### config.mk
export PLATFORM = sky130hd
export DESIGN_NAME = tournament_tree_kway_merge_flat
export DESIGN_NICKNAME = d
export VERILOG_FILES = /design/src/rtl/core/ttkm_pkg.sv /design/src/rtl/core/ttkm_in_if.sv /design/src/rtl/core/ttkm_out_if.sv /design/src/rtl/core/ttkm_ram.sv /design/src/rtl/core/ttkm_cmp.sv /design/src/rtl/core/tournament_tree_kway_merge.sv /design/src/flat_wrapper.sv
export VERILOG_INCLUDE_DIRS = /design/src /design/src/rtl/core
export SDC_FILE = /design/constraint.sdc
export NUM_CORES = 2
export LEC_CHECK = 0
export BUFFER_PORTS_ARGS = -buffer_cell sky130_fd_sc_hd__buf_4
export CAP_MARGIN = 20
export CORE_MARGIN = 3
export CORE_UTILIZATION = 47
export DETAILED_ROUTE_END_ITERATION = 10
export REMOVE_ABC_BUFFERS = 1
export SYNTH_ARGS = -nofsm -noshare
export SYNTH_HDL_FRONTEND = slang
export SYNTH_SLANG_ARGS = --single-unit
### constraint.sdc
create_clock -name clk_i -period 10.8 [get_ports clk_i]
set_clock_uncertainty 0.1 [all_clocks]
set_input_delay 1.08 -clock clk_i [delete_from_list [all_inputs] [get_ports clk_i]]
set_output_delay 1.08 -clock clk_i [all_outputs]
set_load 0.01 [all_outputs]
### src/rtl/core/tournament_tree_kway_merge_assert.svh
// Assertion macros shared by the merge block.
`ifndef TOURNAMENT_TREE_KWAY_MERGE_ASSERT_SVH
`define TOURNAMENT_TREE_KWAY_MERGE_ASSERT_SVH

// The consequent must hold in the same cycle as the antecedent.
`define TTKM_ASSERT_IMPL(lbl, clk, rstn, ante, cons, msg) \
  lbl: assert property (@(posedge clk) disable iff (!rstn) (ante) |-> (cons)) \
    else $error(msg);

// The consequent must hold in the cycle after the antecedent.
`define TTKM_ASSERT_NEXT(lbl, clk, rstn, ante, cons, msg) \
  lbl: assert property (@(posedge clk) disable iff (!rstn) (ante) |=> (cons)) \
    else $error(msg);

`endif

### src/rtl/core/ttkm_pkg.sv
`default_nettype none

package ttkm_pkg;

  localparam int unsigned LANES_DEF = 16;
  localparam int unsigned LANE_W    = 4;
  localparam int unsigned KEY_W     = 32;
  localparam int unsigned ADDR_LANES = 1 << LANE_W;

  typedef struct packed {
    logic [KEY_W-1:0] ev_time;
    logic [KEY_W-1:0] ev_cell;
    logic [KEY_W-1:0] ev_slot;
    logic [KEY_W-1:0] ev_weight;
  } evt_t;

  localparam evt_t TERM_EV = '{ev_time: '1, ev_cell: '1, ev_slot: '1, ev_weight: '0};

  typedef enum logic [1:0] {
    ST_IDLE,
    ST_CMP,
    ST_EMIT
  } state_e;

  // Smallest power of two, at least two, that holds n leaves.
  function automatic int unsigned pow2_ceil(int unsigned n);
    int unsigned l;
    l = 2;
    for (int i = 0; i < 12; i++) begin
      if (l < n) begin
        l = l << 1;
      end
    end
    return l;
  endfunction

  // Rightmost leaf below heap node n of a tree with the given leaf count.
  function automatic int unsigned rightmost_leaf(int unsigned n, int unsigned leaves);
    int unsigned m;
    m = n;
    for (int i = 0; i < 12; i++) begin
      if (m < leaves - 1) begin
        m = 2 * m + 2;
      end
    end
    return m - (leaves - 1);
  endfunction

endpackage

`default_nettype wire

### src/rtl/core/ttkm_in_if.sv
`default_nettype none

interface ttkm_in_if;
  import ttkm_pkg::*;

  logic              valid;
  logic              ready;
  logic [LANE_W-1:0] lane;
  logic              end_of_lane;
  logic [KEY_W-1:0]  event_time;
  logic [KEY_W-1:0]  target_cell;
  logic [KEY_W-1:0]  target_slot;
  logic [KEY_W-1:0]  weight_bits;

  modport source (
    output valid, lane, end_of_lane, event_time, target_cell, target_slot, weight_bits,
    input  ready
  );

  modport sink (
    input  valid, lane, end_of_lane, event_time, target_cell, target_slot, weight_bits,
    output ready
  );
endinterface

`default_nettype wire

### src/rtl/core/ttkm_out_if.sv
`default_nettype none

interface ttkm_out_if;
  import ttkm_pkg::*;

  logic              valid;
  logic              ready;
  logic [LANE_W-1:0] head_lane;
  logic [KEY_W-1:0]  head_time;
  logic [KEY_W-1:0]  head_cell;
  logic [KEY_W-1:0]  head_slot;
  logic [KEY_W-1:0]  head_weight;
  logic              head_due;
  logic              all_exhausted;

  modport source (
    output valid, head_lane, head_time, head_cell, head_slot, head_weight, head_due,
           all_exhausted,
    input  ready
  );

  modport sink (
    input  valid, head_lane, head_time, head_cell, head_slot, head_weight, head_due,
           all_exhausted,
    output ready
  );
endinterface

`default_nettype wire

### src/rtl/core/ttkm_ram.sv
`default_nettype none

module ttkm_ram #(
  parameter int unsigned WIDTH = 128,
  parameter int unsigned DEPTH = 16
) (
  input  wire logic                     clk_i,
  input  wire logic                     we_i,
  input  wire logic [$clog2(DEPTH)-1:0] waddr_i,
  input  wire logic [WIDTH-1:0]         wdata_i,
  input  wire logic [$clog2(DEPTH)-1:0] raddr_i,
  output logic      [WIDTH-1:0]         rdata_o
);

  logic [WIDTH-1:0] mem_q [DEPTH];

  always_ff @(posedge clk_i) begin
    if (we_i) begin
      mem_q[waddr_i] <= wdata_i;
    end
    rdata_o <= mem_q[raddr_i];
  end

endmodule

`default_nettype wire

### src/rtl/core/ttkm_cmp.sv
`default_nettype none

module ttkm_cmp (
  input  wire ttkm_pkg::evt_t a_i,
  input  wire ttkm_pkg::evt_t b_i,
  output logic                before_o
);
  import ttkm_pkg::*;

  // Order by time, then cell, then slot; the weight never takes part.
  always_comb begin
    if (a_i.ev_time != b_i.ev_time) begin
      before_o = a_i.ev_time < b_i.ev_time;
    end else if (a_i.ev_cell != b_i.ev_cell) begin
      before_o = a_i.ev_cell < b_i.ev_cell;
    end else begin
      before_o = a_i.ev_slot < b_i.ev_slot;
    end
  end

endmodule

`default_nettype wire

### src/rtl/core/tournament_tree_kway_merge.sv
// Channel   Direction  Handshake      Payload
// cfg       in         cfg_we_i       cfg_wdata_i (horizon)
// in_i      in         valid / ready  lane, end_of_lane, event_time, cell, slot, weight
// out_o     out        valid / ready  head lane and event, head_due, all_exhausted
//
// An item is handled in order: the accept cycle writes the leaf, ST_CMP runs the shared key
// comparator once per tree level (log2(min(leaves, 16)) levels), and ST_EMIT loads the result.
// An item for a lane beyond LANES writes no leaf and goes straight to ST_EMIT.
// Reset marks every stored leaf empty, so empty leaves read as the terminal event.
// The next item is taken while a result waits; the block holds before loading a result
// until the previous one is taken.
`default_nettype none

module tournament_tree_kway_merge #(
  parameter int unsigned LANES = ttkm_pkg::LANES_DEF
) (
  input  wire logic                       clk_i,
  input  wire logic                       rst_ni,
  input  wire logic                       cfg_we_i,
  input  wire logic [ttkm_pkg::KEY_W-1:0] cfg_wdata_i,
  ttkm_in_if.sink                         in_i,
  ttkm_out_if.source                      out_o
);
  import ttkm_pkg::*;

  localparam int unsigned LEAVES = pow2_ceil(LANES);
  localparam int unsigned WL     = (LEAVES < ADDR_LANES) ? LEAVES : ADDR_LANES;
  localparam int unsigned LW     = $clog2(WL);
  localparam int unsigned NODES  = WL - 1;
  localparam int unsigned IDX_W  = LW + 1;
  localparam bit          CHAIN  = (WL < LEAVES);
  localparam logic [LANE_W-1:0] HEAD_RST = LANE_W'(LEAVES - 1);

  state_e            state_q, state_d;
  logic [KEY_W-1:0]  horizon_q;
  logic [IDX_W-1:0]  idx_q, idx_d;
  evt_t              cand_q, cand_d;
  logic [LW-1:0]     cand_lane_q, cand_lane_d;
  logic [WL-1:0]     valid_q, valid_d;
  logic [LW-1:0]     node_q [NODES];
  logic [LW-1:0]     node_d [NODES];
  evt_t              head_q, head_d;
  logic [LANE_W-1:0] head_lane_q, head_lane_d;
  logic              rd_valid_q;
  logic [LW-1:0]     sib_lane_q;
  logic              out_valid_q, out_valid_d;
  logic              out_load;

  logic              in_accept;
  logic              lane_ok;
  evt_t              new_ev;
  logic [IDX_W-1:0]  parent;
  logic [IDX_W-1:0]  psib;
  logic [LW-1:0]     sibwin;
  logic              ram_we;
  logic [LW-1:0]     ram_raddr;
  evt_t              ram_rdata;
  evt_t              sib_ev;
  evt_t              left_ev, right_ev, win_ev;
  logic [LW-1:0]     win_lane;
  logic              left_before;
  logic              cur_left;
  logic              win_term;

  assign in_accept = in_i.valid && in_i.ready;
  assign in_i.ready = (state_q == ST_IDLE);
  assign lane_ok = (32'(in_i.lane) < LANES);

  always_comb begin
    if (in_i.end_of_lane) begin
      new_ev = TERM_EV;
    end else begin
      new_ev = '{ev_time: in_i.event_time, ev_cell: in_i.target_cell,
                 ev_slot: in_i.target_slot, ev_weight: in_i.weight_bits};
    end
  end

  // Heap walk: the parent of idx and the winner of the parent's sibling subtree.
  assign parent = (idx_q - IDX_W'(1)) >> 1;
  assign psib   = parent[0] ? (parent + IDX_W'(1)) : (parent - IDX_W'(1));
  assign sibwin = (psib >= IDX_W'(NODES)) ? LW'(psib - IDX_W'(NODES)) : node_q[psib[LW-1:0]];

  assign ram_we    = in_accept && lane_ok;
  assign ram_raddr = (state_q == ST_IDLE) ? {in_i.lane[LW-1:1], ~in_i.lane[0]} : sibwin;

  ttkm_ram #(
    .WIDTH ($bits(evt_t)),
    .DEPTH (WL)
  ) u_leaf_ram (
    .clk_i   (clk_i),
    .we_i    (ram_we),
    .waddr_i (in_i.lane[LW-1:0]),
    .wdata_i (new_ev),
    .raddr_i (ram_raddr),
    .rdata_o (ram_rdata)
  );

  assign sib_ev   = rd_valid_q ? ram_rdata : TERM_EV;
  assign cur_left = idx_q[0];
  assign left_ev  = cur_left ? cand_q : sib_ev;
  assign right_ev = cur_left ? sib_ev : cand_q;

  ttkm_cmp u_cmp (
    .a_i      (left_ev),
    .b_i      (right_ev),
    .before_o (left_before)
  );

  always_comb begin
    if (left_before == cur_left) begin
      win_ev   = cand_q;
      win_lane = cand_lane_q;
    end else begin
      win_ev   = sib_ev;
      win_lane = sib_lane_q;
    end
  end

  assign win_term = (win_ev.ev_time == '1) && (win_ev.ev_cell == '1) && (win_ev.ev_slot == '1);
  assign out_load = (state_q == ST_EMIT) && (!out_valid_q || out_o.ready);

  always_comb begin
    state_d     = state_q;
    idx_d       = idx_q;
    cand_d      = cand_q;
    cand_lane_d = cand_lane_q;
    valid_d     = valid_q;
    node_d      = node_q;
    head_d      = head_q;
    head_lane_d = head_lane_q;
    out_valid_d = out_valid_q && !out_o.ready;
    unique case (state_q)
      ST_IDLE: begin
        if (in_accept) begin
          if (lane_ok) begin
            valid_d[in_i.lane[LW-1:0]] = 1'b1;
            cand_d      = new_ev;
            cand_lane_d = in_i.lane[LW-1:0];
            idx_d       = IDX_W'(NODES) + IDX_W'(in_i.lane[LW-1:0]);
            state_d     = ST_CMP;
          end else begin
            state_d = ST_EMIT;
          end
        end
      end
      ST_CMP: begin
        node_d[parent[LW-1:0]] = win_lane;
        cand_d      = win_ev;
        cand_lane_d = win_lane;
        idx_d       = parent;
        if (parent == '0) begin
          if (CHAIN && win_term) begin
            head_d      = TERM_EV;
            head_lane_d = HEAD_RST;
          end else begin
            head_d      = win_ev;
            head_lane_d = LANE_W'(win_lane);
          end
          state_d = ST_EMIT;
        end
      end
      ST_EMIT: begin
        if (out_load) begin
          out_valid_d = 1'b1;
          state_d     = ST_IDLE;
        end
      end
      default: begin
        state_d = ST_IDLE;
      end
    endcase
  end

  always_ff @(posedge clk_i or negedge rst_ni) begin
    if (!rst_ni) begin
      state_q     <= ST_IDLE;
      horizon_q   <= '1;
      valid_q     <= '0;
      head_q      <= TERM_EV;
      head_lane_q <= HEAD_RST;
      out_valid_q <= 1'b0;
      for (int n = 0; n < NODES; n++) begin
        node_q[n] <= LW'(rightmost_leaf(n, WL));
      end
    end else begin
      state_q     <= state_d;
      valid_q     <= valid_d;
      head_q      <= head_d;
      head_lane_q <= head_lane_d;
      out_valid_q <= out_valid_d;
      node_q      <= node_d;
      if (cfg_we_i) begin
        horizon_q <= cfg_wdata_i;
      end
    end
  end

  always_ff @(posedge clk_i) begin
    idx_q       <= idx_d;
    cand_q      <= cand_d;
    cand_lane_q <= cand_lane_d;
    rd_valid_q  <= valid_q[ram_raddr];
    sib_lane_q  <= ram_raddr;
    if (out_load) begin
      out_o.head_lane     <= head_lane_q;
      out_o.head_time     <= head_q.ev_time;
      out_o.head_cell     <= head_q.ev_cell;
      out_o.head_slot     <= head_q.ev_slot;
      out_o.head_weight   <= head_q.ev_weight;
      out_o.head_due      <= (head_q.ev_time < horizon_q);
      out_o.all_exhausted <= (head_q.ev_time == '1);
    end
  end

  assign out_o.valid = out_valid_q;

`include "tournament_tree_kway_merge_assert.svh"

  `TTKM_ASSERT_NEXT(a_walk_ends, clk_i, rst_ni, state_q == ST_CMP && parent == '0, state_q == ST_EMIT, "root update did not lead to result load")
  `TTKM_ASSERT_NEXT(a_skip_lane, clk_i, rst_ni, in_accept && !lane_ok, state_q == ST_EMIT, "item for an absent lane did not go straight to result")
  `TTKM_ASSERT_IMPL(a_exhausted_not_due, clk_i, rst_ni, out_o.valid && out_o.all_exhausted, !out_o.head_due, "terminal head reported as due")

endmodule

`default_nettype wire

### src/flat_wrapper.sv
// flat-port wrapper written by rule: the top's interface ports become plain ports
module tournament_tree_kway_merge_flat import ttkm_pkg::*;
#(
  parameter int unsigned LANES = ttkm_pkg::LANES_DEF
)
  (clk_i, rst_ni, cfg_we_i, cfg_wdata_i, in_i_valid, in_i_lane, in_i_end_of_lane, in_i_event_time, in_i_target_cell, in_i_target_slot, in_i_weight_bits, in_i_ready, out_o_valid, out_o_head_lane, out_o_head_time, out_o_head_cell, out_o_head_slot, out_o_head_weight, out_o_head_due, out_o_all_exhausted, out_o_ready);
  ttkm_in_if in_i_i ();
  ttkm_out_if out_o_i ();
  input  wire logic clk_i;
  input  wire logic rst_ni;
  input  wire logic cfg_we_i;
  input  wire logic [ttkm_pkg::KEY_W-1:0] cfg_wdata_i;
  input wire logic [$bits(in_i_i.valid)-1:0] in_i_valid;
  input wire logic [$bits(in_i_i.lane)-1:0] in_i_lane;
  input wire logic [$bits(in_i_i.end_of_lane)-1:0] in_i_end_of_lane;
  input wire logic [$bits(in_i_i.event_time)-1:0] in_i_event_time;
  input wire logic [$bits(in_i_i.target_cell)-1:0] in_i_target_cell;
  input wire logic [$bits(in_i_i.target_slot)-1:0] in_i_target_slot;
  input wire logic [$bits(in_i_i.weight_bits)-1:0] in_i_weight_bits;
  output wire logic [$bits(in_i_i.ready)-1:0] in_i_ready;
  output wire logic [$bits(out_o_i.valid)-1:0] out_o_valid;
  output wire logic [$bits(out_o_i.head_lane)-1:0] out_o_head_lane;
  output wire logic [$bits(out_o_i.head_time)-1:0] out_o_head_time;
  output wire logic [$bits(out_o_i.head_cell)-1:0] out_o_head_cell;
  output wire logic [$bits(out_o_i.head_slot)-1:0] out_o_head_slot;
  output wire logic [$bits(out_o_i.head_weight)-1:0] out_o_head_weight;
  output wire logic [$bits(out_o_i.head_due)-1:0] out_o_head_due;
  output wire logic [$bits(out_o_i.all_exhausted)-1:0] out_o_all_exhausted;
  input wire logic [$bits(out_o_i.ready)-1:0] out_o_ready;
  assign in_i_i.valid = in_i_valid;
  assign in_i_i.lane = in_i_lane;
  assign in_i_i.end_of_lane = in_i_end_of_lane;
  assign in_i_i.event_time = in_i_event_time;
  assign in_i_i.target_cell = in_i_target_cell;
  assign in_i_i.target_slot = in_i_target_slot;
  assign in_i_i.weight_bits = in_i_weight_bits;
  assign in_i_ready = in_i_i.ready;
  assign out_o_valid = out_o_i.valid;
  assign out_o_head_lane = out_o_i.head_lane;
  assign out_o_head_time = out_o_i.head_time;
  assign out_o_head_cell = out_o_i.head_cell;
  assign out_o_head_slot = out_o_i.head_slot;
  assign out_o_head_weight = out_o_i.head_weight;
  assign out_o_head_due = out_o_i.head_due;
  assign out_o_all_exhausted = out_o_i.all_exhausted;
  assign out_o_i.ready = out_o_ready;
  tournament_tree_kway_merge #(.LANES(LANES)) u_core (.clk_i(clk_i), .rst_ni(rst_ni), .cfg_we_i(cfg_we_i), .cfg_wdata_i(cfg_wdata_i), .in_i(in_i_i), .out_o(out_o_i));
endmodule
==> out/qor.txt <==
Layout cell share with drive strength beyond 1: 14.5%
Clk_lat worst skew: 950 ps
Global routing usage on met2: 41.7%
Reg2Reg Setup Slack: 3440 ps
Seq/Total Area, Yosys: 71.0%
Post-synth top cells: edfxtp_1 (2319), nand2_1 (1500), a21oi_1 (1134)
GPL Wtd Cong: 0.812
Clock transition at path regs: 60 ps
Reg2reg path depth: 14
Mapped Cells: 8615
Final Critical Period: 7360 ps
GR Util met3: 3.48%
Largest net degree at the start of global routing: 191
Chip width: 491 um
Avg WL per Cell: 26.0 um
Vias: 72100
R2r endpoint: u_core.cand_q[28]
Area share of the largest cell type after synthesis: 63.0%
Final core utilization: 53.8%
Starting Density: 47.4%
Longest Clk Path Bufs: 4
Routed vias/inst: 5.93
Critical setup path kind: reg2reg
Ys Warns: 0
Cell with the most instances after synthesis: edfxtp_1
PortBufs: 305
Vias in the first global route: 70000
IO Pins: 306
Post-Syn Area: 0.111 sq mm
Arrival time at the worst endpoint: 7890 ps
Most area-consuming cells after synthesis: edfxtp_1 (63%), a21oi_1 (5.1%), nand2_1 (5.1%), dfstp_2 (4.1%), nand3_1 (3.8%)
Status: complete, no violations
DRT iter0 DRCs: 7785
Die Ht: 491 um
R2r startpoint: u_core.idx_q[0]
CTS resizes: 0
CTS Hold Bufs: 0
Final setup margin: 3440 ps
Max cap viols: 0
# setup viols final: 0
Cell taking the most area after synthesis: edfxtp_1
Core ar.: 0.233 sq mm
Fillers: 19300
WL final: 315000 um
Hold WC Path Type: in2async
Synth Flop Type: edfxtp_1
Worst Setup Start Kind: register
FP Rows: 177
1st-pass router iterations: 6
Pre-CTS WS: 3240 ps
CP endpoint kind: register
GRT Overall Usage: 25.5%
Clk root buf: clkbuf_16
Post-synth cell types: 63
Antenna violations before repair: 12
Number of synthesized flops with an enable pin: 2319
Global-route wire length before repair: 463000 um
Gr ovfl total: 0
Yosys reg bits: 2691
Share of the clock period used by the worst path: 68.1%
CTS Sinks: 2691
Fmax: 136 MHz
Slew @ Worst Pin: 1400 ps
FFs w/ async S/R, synth: 8.88%
Area grow syn2layout: 13.4%
CTS tree: done
Crit path required time: 11330 ps
Die area: 0.241 sq mm
Post-DP HPWL: 160000 um
Syn_area_per_cell: 12.8 sq um
Layer with the highest usage: met2
Relative slew margins: 6.75%
Setup repair after global routing missed its margin: false
Remaining DRCs: 0
Routed Antenna Nets: 0
Met1 Usage GRT: 35.4%
CP max FO: 43
Post-CTS setup buffer count: 0
CTS buffer count: 294
Layout Nets: 9107
Final Hold Fails: 0
Max Slew Vio Count: 0
H-tree levels: 5
==> through the flow <==
step	hold slack, ps	area (sq um)	std cells	TNS (ps)
after floorplan	325	108000	8056	-8186140
after global placement	334	116000	11600	0
after detailed placement	337	116000	11600	0
after CTS	137	125000	12100	0
after global routing	191	125000	12200	0
final	187	125000	12200	0
==> layer usage <==
layer | part of all wire (%) | wire length [um]
met5 | 0 | 0
met4 | 3.1 | 9740
met3 | 7.2 | 22700
met2 | 48 | 150000
met1 | 42 | 133000
==> state kept, by name (all words and copies together) (netlist names), 32 cells and up <==
name                       flops
u_core.u_leaf_ram.rdata_o    128
u_core.cand_q                128
u_core.out_o.head_time        32
u_core.node_q                 57
u_core.head_q                128
u_core.out_o.head_slot        32
u_core.u_leaf_ram.mem_q     2048
u_core.horizon_q              32
u_core.out_o.head_cell        32
u_core.out_o.head_weight      32
==> cell families (layout without fill, tap and decap cells) <==
logic type	after synthesis	count (layout)	synth area share, %
buffers and inverters	608	1012	2.25
adders and majority gates	140	140	1.59
xor gates and xnor gates	8	8	0.0634
DFF	2691	2691	71.0
AOI/OAI and AO/OA	1857	1857	9.55
muxes	391	391	3.85
other	0	3	0
and+or+nand+nor	2920	2920	11.7
==> area by class of cell <==
type | instances | area, sq um | share of cell area [%]
diodes | 3 | 7.51 | 0.00599
clock buffers | 392 | 8030 | 6.40
clock inverters | 126 | 1140 | 0.913
inverters | 49 | 204 | 0.163
multi-input cells | 5316 | 29800 | 23.7
flip-flops and latches | 2691 | 78500 | 62.6
well taps | 3132 | 3920 | 3.13
repair buffers | 445 | 3780 | 3.02
==> worst max-delay path, cell delays in order (launching register included) <==
cell      delay, ps
edfxtp_1        490
inv_6           470
buf_4           460
mux2_2          380
ha_1            290
nand4_1         150
nor4_1          760
nand2_1         120
nor3_1          960
o21bai_1        310
o32ai_1         210
a31oi_4         950
buf_4           770
mux2i_1         330
o21ai_0         120
==> worst max-delay path by stage <==
stage,depth (start not counted),startpoint,slack (ps),to
floorplan,12,u_core.idx_q[0],-55080,u_core.u_leaf_ram.rdata_o[0]
global placement,13,u_core.idx_q[0],3360,u_core.u_leaf_ram.rdata_o[105]
detailed placement,13,u_core.idx_q[0],3240,u_core.u_leaf_ram.rdata_o[105]
CTS,13,u_core.idx_q[0],3180,u_core.u_leaf_ram.rdata_o[105]
global route,14,u_core.idx_q[0],3300,u_core.cand_q[0]
finish,14,u_core.idx_q[0],3440,u_core.cand_q[28]
==> placed cells by master (no fill, tap or decap), drive strengths merged, types with 43 or more instances in the layout <==
cell type	netlist	layout
nor2b	43	43
a211oi	261	261
nor2	227	227
nand3	838	838
edfxtp	2319	2319
inv	49	55
mux2i	260	260
a22oi	112	112
a21oi	1135	1135
dfstp	171	171
clkinv	0	96
nand2b	111	111
o21ai	247	247
dfrtp	68	68
ha	139	139
clkbuf	389	392
or2	115	115
buf	170	445
mux2	115	115
nand2	1500	1500
dfxtp	133	133
Power is left out: the tool's default activity adds up to more than one toggle a clock period on the data nets, which glitch-free logic cannot reach.
